**src/hdl/lpmr_pkg.sv**
```systemverilog
`default_nettype none
// ============================================================================
// lpmr_pkg
// Shared types and constants for the length-prefixed message ring.
// ============================================================================
package lpmr_pkg;

    localparam int unsigned RING_DEPTH_DEF = 4096;
    localparam int unsigned HEADER_BYTES   = 8;
    localparam int unsigned LEN_W          = 12;
    localparam int unsigned SIZE_W         = 13;

    localparam logic       OP_WRITE = 1'b0;
    localparam logic       OP_READ  = 1'b1;

    localparam logic [1:0] ST_DONE   = 2'd0;
    localparam logic [1:0] ST_REJECT = 2'd1;
    localparam logic [1:0] ST_EMPTY  = 2'd2;

    // one accepted item as it travels from the front part to the back part
    typedef struct packed {
        logic              operation;
        logic [7:0]        data_byte;
        logic [LEN_W-1:0]  message_length;
    } item_t;

    typedef struct packed {
        logic [1:0]       status;
        logic [7:0]       read_byte;
        logic             last_of_message;
        logic [LEN_W-1:0] front_length;
        logic [LEN_W-1:0] used_bytes;
        logic [LEN_W-1:0] free_bytes;
    } result_t;

endpackage
`default_nettype wire

```
**src/hdl/lpmr_if.sv**
```systemverilog
`default_nettype none
// ============================================================================
// lpmr_if
// Valid/ready channel carrying one payload of a given type.
// ============================================================================
interface lpmr_if #(
    parameter type payload_t = logic
);
    logic     valid;
    logic     ready;
    payload_t payload;

    modport source (output valid, output payload, input ready);
    modport sink   (input valid, input payload, output ready);
endinterface
`default_nettype wire

```
**src/hdl/lpmr_front.sv**
```systemverilog
`default_nettype none
// ============================================================================
// lpmr_front
// Input stage and two-entry queue feeding the ring engine.
// ============================================================================
module lpmr_front
    import lpmr_pkg::*;
(
    input  wire logic clk,
    input  wire logic rst_n,
    lpmr_if.sink      in_ch,
    output      logic q_valid,
    output      item_t q_item,
    input  wire logic q_pop
);
    item_t      buf_reg [2];
    logic [1:0] cnt_reg, cnt_next;
    logic       rd_reg, rd_next;
    logic       wr_reg, wr_next;
    logic       push;

    assign in_ch.ready = (cnt_reg != 2'd2);
    assign push        = in_ch.valid && in_ch.ready;
    assign q_valid     = (cnt_reg != 2'd0);
    assign q_item      = buf_reg[rd_reg];

    // pointer and occupancy update
    always_comb
    begin
        cnt_next = cnt_reg + {1'b0, push} - {1'b0, q_pop};
        rd_next  = rd_reg ^ q_pop;
        wr_next  = wr_reg ^ push;
    end

    always_ff @(posedge clk or negedge rst_n)
    begin
        if (!rst_n)
        begin
            cnt_reg <= 2'd0;
            rd_reg  <= 1'b0;
            wr_reg  <= 1'b0;
        end
        else
        begin
            cnt_reg <= cnt_next;
            rd_reg  <= rd_next;
            wr_reg  <= wr_next;
        end
    end

    always_ff @(posedge clk)
    begin
        if (push)
        begin
            buf_reg[wr_reg] <= in_ch.payload;
        end
    end

`ifndef ASSERT_OFF
    a_no_pop_empty: assert property (@(posedge clk) disable iff (!rst_n)
        q_pop |-> q_valid) else $error("pop from empty queue");
    a_cnt_track: assert property (@(posedge clk) disable iff (!rst_n)
        (push && !q_pop) |=> cnt_reg == $past(cnt_reg) + 2'd1)
        else $error("queue count lost a push");
    a_cnt_range: assert property (@(posedge clk) disable iff (!rst_n)
        cnt_reg != 2'd3) else $error("queue overfilled");
`endif
endmodule
`default_nettype wire

```
**src/flat_wrapper.sv**
```systemverilog
// flat-port wrapper written by rule: the top's interface ports become plain ports
module lpmr_front_flat import lpmr_pkg::*;
  (clk, rst_n, q_valid, q_item, q_pop, in_ch_valid, in_ch_payload, in_ch_ready);
  lpmr_if in_ch_i ();
  input  wire logic clk;
  input  wire logic rst_n;
  output      logic q_valid;
  output      item_t q_item;
  input  wire logic q_pop;
  input wire logic [$bits(in_ch_i.valid)-1:0] in_ch_valid;
  input wire logic [$bits(in_ch_i.payload)-1:0] in_ch_payload;
  output wire logic [$bits(in_ch_i.ready)-1:0] in_ch_ready;
  assign in_ch_i.valid = in_ch_valid;
  assign in_ch_i.payload = in_ch_payload;
  assign in_ch_ready = in_ch_i.ready;
  lpmr_front u_core (.clk(clk), .rst_n(rst_n), .in_ch(in_ch_i), .q_valid(q_valid), .q_item(q_item), .q_pop(q_pop));
endmodule
```
**config.mk**
```make
export PLATFORM = sky130hd
export DESIGN_NAME = lpmr_front_flat
export DESIGN_NICKNAME = d
export VERILOG_FILES = /design/src/hdl/lpmr_pkg.sv /design/src/hdl/lpmr_if.sv /design/src/hdl/lpmr_front.sv /design/src/flat_wrapper.sv
export SDC_FILE = /design/constraint.sdc
export NUM_CORES = 1
export LEC_CHECK = 0
export BUFFER_PORTS_ARGS = -buffer_cell sky130_fd_sc_hd__buf_2
export CORE_AREA = 4 4 41 43
export CTS_CLUSTER_DIAMETER = 200
export CTS_CLUSTER_SIZE = 25
export DETAILED_ROUTE_END_ITERATION = 7
export DIE_AREA = 0 0 45 47
export PLACE_DENSITY = 0.78
export SKIP_CTS_REPAIR_TIMING = 1
export SYNTH_ARGS = -nofsm -noshare
export SYNTH_HDL_FRONTEND = slang
export SYNTH_SLANG_ARGS = --single-unit
```
**constraint.sdc**
```tcl
create_clock -name clk -period 1.5 [get_ports clk]
set_input_delay 0.45 -clock clk [delete_from_list [all_inputs] [get_ports clk]]
set_output_delay 0.45 -clock clk [all_outputs]
set_load 0.03 [all_outputs]
```
## Word-level counts from Yosys, hierarchy flattened

Memories as Yosys holds them, arrays and structs flattened.
Index checks and enable logic that the tools add are counted.

| storage, ports and cells | value |
|---|---|
| flip-flop bits (word level) | 4 |
| bits in latches | 0 |
| RAM bits | 2 |
| memory bits (read-only) | 0 |
| output and inout bits | 23 |
| word-level logic and storage cells | 13 |
| memories | 1 |

Memory list:

| name | words | width | read ports | clocked after memory_dff | wr ports | line | source |
|---|---|---|---|---|---|---|---|
| u_core.buf_reg | 2 | 1 | 1 | 0 | 1 | lpmr_front.sv:16 | `item_t buf_reg [2];` |

| operators by class | value |
|---|---|
| $add $sub $neg | 2 |
| multipliers | 0 |
| div/mod/pow operators | 0 |
| order comparisons | 0 |
| equality and inequality tests | 1 |
| shifts and indexed selects | 0 |
| mux-type cells | 2 |
| bitwise operators | 2 |
| reduce and logical (&&, ||, !) cells | 2 |

Operators by type and width:

| operator | number |
|---|---|
| 2-bit by 1-bit adder with 2-bit output | 1 |
| 1-bit two-way mux | 2 |
| 2-bit inequality test (second input constant) | 1 |
| 2-bit nonzero test | 1 |
| 2-bit by 1-bit subtractor with 2-bit output | 1 |
| 1-bit XOR | 2 |
| 1-bit logical AND | 1 |

## Depth between registers and ports, before layout

| depth | value |
|---|---|
| depth in word-level cells | 4 |
| gate-level depth with buffers | 5 |

## Worst setup path after synthesis

Ideal clock, no wire load.

| timing | value |
|---|---|
| path kind | in2reg |
| start point | input q_pop |
| end point | register u_core.cnt_reg[1] |
| data arrival time | 1.220 ns |
| required time | 1.420 ns |
| setup slack | 0.200 ns |
| cell stages on the path | 4 |
| path through | ha_1 nor2b_4 mux2i_1 xnor2_1 |

| between the ends | value |
|---|---|
| word-level cells in the longest chain between the ends | 1 |

Ends and longest elaborated chain:

| what | line | source |
|---|---|---|
| start, declared | flat_wrapper.sv:9 | `input wire logic q_pop;` |
| 2-bit by 1-bit subtractor with 2-bit output | lpmr_front.sv:30 | `cnt_next = cnt_reg + {1'b0, push} - {1'b0, q_pop};` |
| net u_core.cnt_next[1] | lpmr_front.sv:17 | `logic [1:0] cnt_reg, cnt_next;` |
| end signal, assigned | lpmr_front.sv:45 | `cnt_reg <= cnt_next;` |
| end, declared | lpmr_front.sv:17 |  |

The timed path passes the listed nets, and every way through them passes these cells.

==> metrics.md <==
| Metric | Value |
|---|---|
| Outcome | `finished with violations` |
| Failing checks | `setup timing` |
| Clock power frac | `0.167` |
| Area growth syn-to-layout | `10.0%` |
| Critical-path top delay cell | `dfrtp_1` |
| Drt total wl | `~640 um` |
| Pre-antenna DRT Iters | `1` |
| Required time worst endpoint | `roughly 1.1 ns` |
| Yosys top cell area share | `0.333` |
| Worst path arrival time | `around 1.1 ns` |
| TritonCTS Buffers | `3` |
| Util after Layout | `0.381` |
| Row count | `13` |
| Worst Hold Path Cells | `1` |
| Global-route wire length before repair | `about 1000 um` |
| Setup CP Type | `flop to output port` |
| Largest net degree at the start of global routing | `5` |
| Ant diodes | `0` |
| TritonCTS clock tree | `done` |
| #FFs+latches synth | `6` |
| Netlist cell types | `16` |
| Fin. max-slew vios | `0` |
| Hold Crit Class | `input pin to flop` |
| Nets@finish | `64` |
| CP delay by family, top | `flip-flops` |
| Final Power | `about 1000 uW` |
| Vias | `about 250` |
| Port bufs | `7` |
| Yosys top cell by area | `buf_4` |
| Register-to-Register Path Depth | `5` |
| Total number of yosys warnings | `0` |
| Std-Cell Core Area | `1300 sq um` |
| CTS Root Cell | `clkbuf_4` |
| RSZ-0062 raised after global routing | `yes` |
| Crit-path cells | `mux2_4 -> buf_6` |
| Final Setup Violations | `1` |
| Net Sw Frac | `0.402` |
| Hold Path Sink | `u_core.buf_reg[1]` |
| DIE HEIGHT | `approximately 47 um` |
| Initial core utilization | `0.346` |
| CP peak stage delay | `roughly 0.4 ns` |
| I/O pin count | `28` |
| Hold Path Origin | `in_ch_payload` |
| Pwr/cell area | `roughly 2000 nW/um^2` |
| Worst skew pair latency | `0.25 ns` |
| Total gr overflow | `0` |
| Leakage | `between 0.0002 and 0.0003 uW` |
| Clock Sink Count | `6` |
| Buf/Inv on CP | `1` |
| Number of global-route vias before repair | `~240` |
| CTS H-tree lvls | `1` |
| GPL Wtd Cong | `around 0.70` |
| Min cycle time layout | `approximately 1.5 ns` |
| Clk_skew | `0.00988 ns` |
| Max cap viols | `0` |
| Sequential share of the synthesized area | `0.356` |
| Placed cells | `64` |
| Die width | `~45 um` |
| Fraction of layout cells with a size suffix above 1 | `0.304` |
| DRT iter0 DRCs | `0` |
| FF-to-FF End | `u_core.cnt_reg[1]` |
| Post-DRT Antenna Nets | `0` |
| CTS clk-pin slew, worst paths | `approximately 0.050 ns` |
| Crit-path max FO | `2` |
| Fin. Hold Viols | `0` |
| Largest cells by area after synthesis | `buf_4 (33%), dfrtp_1 (22%), edfxtp_1 (13%), ha_1 (5.6%), xnor2_1 (3.9%)` |
| Vias/cell | `3.49` |
| Worst hold margin | `approximately 0.39 ns` |
| Fmax | `between 600 and 700 MHz` |
| Die ar. | `roughly 2100 sq um` |
| Initial antenna violation count | `0` |
| Peak supply drop | `around 0.6 mV` |
| Hpwl dp | `about 550 um` |
| Final WS setup | `-0.0184 ns` |
| Internal power | `roughly 600 uW` |
| Cells after Synth | `43` |
| Total GRT Usage | `0.0731` |
| Clock buffer depth | `2` |
| Final Cycle Share | `1.01` |
| Mapped Area | `roughly 450 sq um` |
| Part of the power in registers | `0.296` |
| Combinational Power Share | `0.538` |
| Reg2reg setup slack | `0.17 ns` |
| Routed len/inst | `9.03 um` |
| Non-Filler Instances | `71` |
| CP endpoint kind | `output port` |
| Setup crit start kind | `flop` |
| Switch Pwr | `between 400 and 500 uW` |
| R2R Path Start | `u_core.cnt_reg[0]` |
| Drc violations | `0` |
| Avg Inst Size Synth | `approximately 10 sq um` |
==> cells by family after synthesis <==
| kind of cell | after synthesis | synth area share |
|---|---|---|
| buffers and inverters | 23 | 0.358 |
| AND/OR/NAND/NOR | 6 | 0.117 |
| flip-flops | 6 | 0.356 |
| XOR/XNOR | 3 | 0.0583 |
| multiplexers | 2 | 0.0472 |
| adder cells (fa/ha/maj) | 2 | 0.0555 |
| other | 1 | 0.00833 |
==> worst reg2reg max path, cell delays in order, from the launching register on <==
cell and delay, ns:
dfrtp_1 0.37, inv_1 0.06, ha_1 0.33, nor2b_4 0.13, mux2i_1 0.22, xnor2_1 0.14
==> per-layer routing <==
layer  up-vias  routed length, um  track usage
li1        119                  -            -
met4         0                 17       0.0702
met3         2                 56       0.0460
met5         -                  0            0
met1       114                207       0.0671
met2        13                360        0.110
==> cell usage after synthesis <==
cell and instances:
and2_4 1, and3_1 1, buf_4 20, conb_1 1
dfrtp_1 4, edfxtp_1 2, ha_1 2, inv_1 3
mux2_2 1, mux2i_1 1, nand2_1 1, nand2b_4 1
nor2b_4 1, or2_2 1, xnor2_1 2, xor2_1 1
==> stage by stage <==
| stage | cell area [sq um] | setup slack, ns | setup TNS (ns) |
|---|---|---|---|
| after floorplan | 522 | 0.200 | 0 |
| after global placement | 425 | 0.0525 | 0 |
| after detailed placement | 425 | 0.0115 | 0 |
| after CTS | 452 | -0.105 | -0.191 |
| after global routing | 495 | -0.0615 | -0.0919 |
| final | 495 | -0.0184 | -0.0184 |
==> cells in the final DEF, fill, tap and decap left out <==
cell           netlist  final
or2_4                0      1
buf_2                0      5
edfxtp_1             2      2
nand2_1              1      1
mux2i_1              1      1
and2_4               1      1
ha_1                 2      2
buf_6                0      2
clkbuf_1             0      1
xor2_1               1      1
nor2b_4              1      1
buf_4               20      2
conb_1               1     20
xnor2_1              2      2
dlygate4sd3_1        0      1
and3_1               1      1
mux2_4               0      1
clkbuf_4             0      3
dfrtp_1              4      4
inv_1                3      3
nand2b_4             1      1
==> power by group through the flow <==
stage | clock [uW] | combinational (uW) | sequential, uW
2_1_floorplan | 0 | 409 | 287
3_3_place_gp | 0 | 424 | 296
3_5_place_dp | 0 | 440 | 300
4_1_cts | 172 | 443 | 297
5_1_grt | 187 | 585 | 306
6_report | 166 | 535 | 295
==> layout make-up <==
cell class              instances  area [sq um]
clock buffers                   4          26.3
flip-flops and latches          6           160
fillers                       142           806
well taps                      15          18.8
multi-input cells              33           206
inverters                       3          11.3
repair buffers                 10          72.6
==> how the worst max path moves through the flow <==
stage	from	endpoint	slack (ns)	depth (start not counted)
finish	u_core.rd_reg	q_item[0]	-0.02	2
global route	u_core.rd_reg	q_item[0]	-0.06	2
global placement	q_pop	u_core.cnt_reg[1]	0.05	5
detailed placement	q_pop	u_core.cnt_reg[1]	0.01	5
CTS	u_core.cnt_reg[1]	q_valid	-0.10	2
floorplan	q_pop	u_core.cnt_reg[1]	0.20	4
No activity file was read; power rests on OpenSTA's default activity.
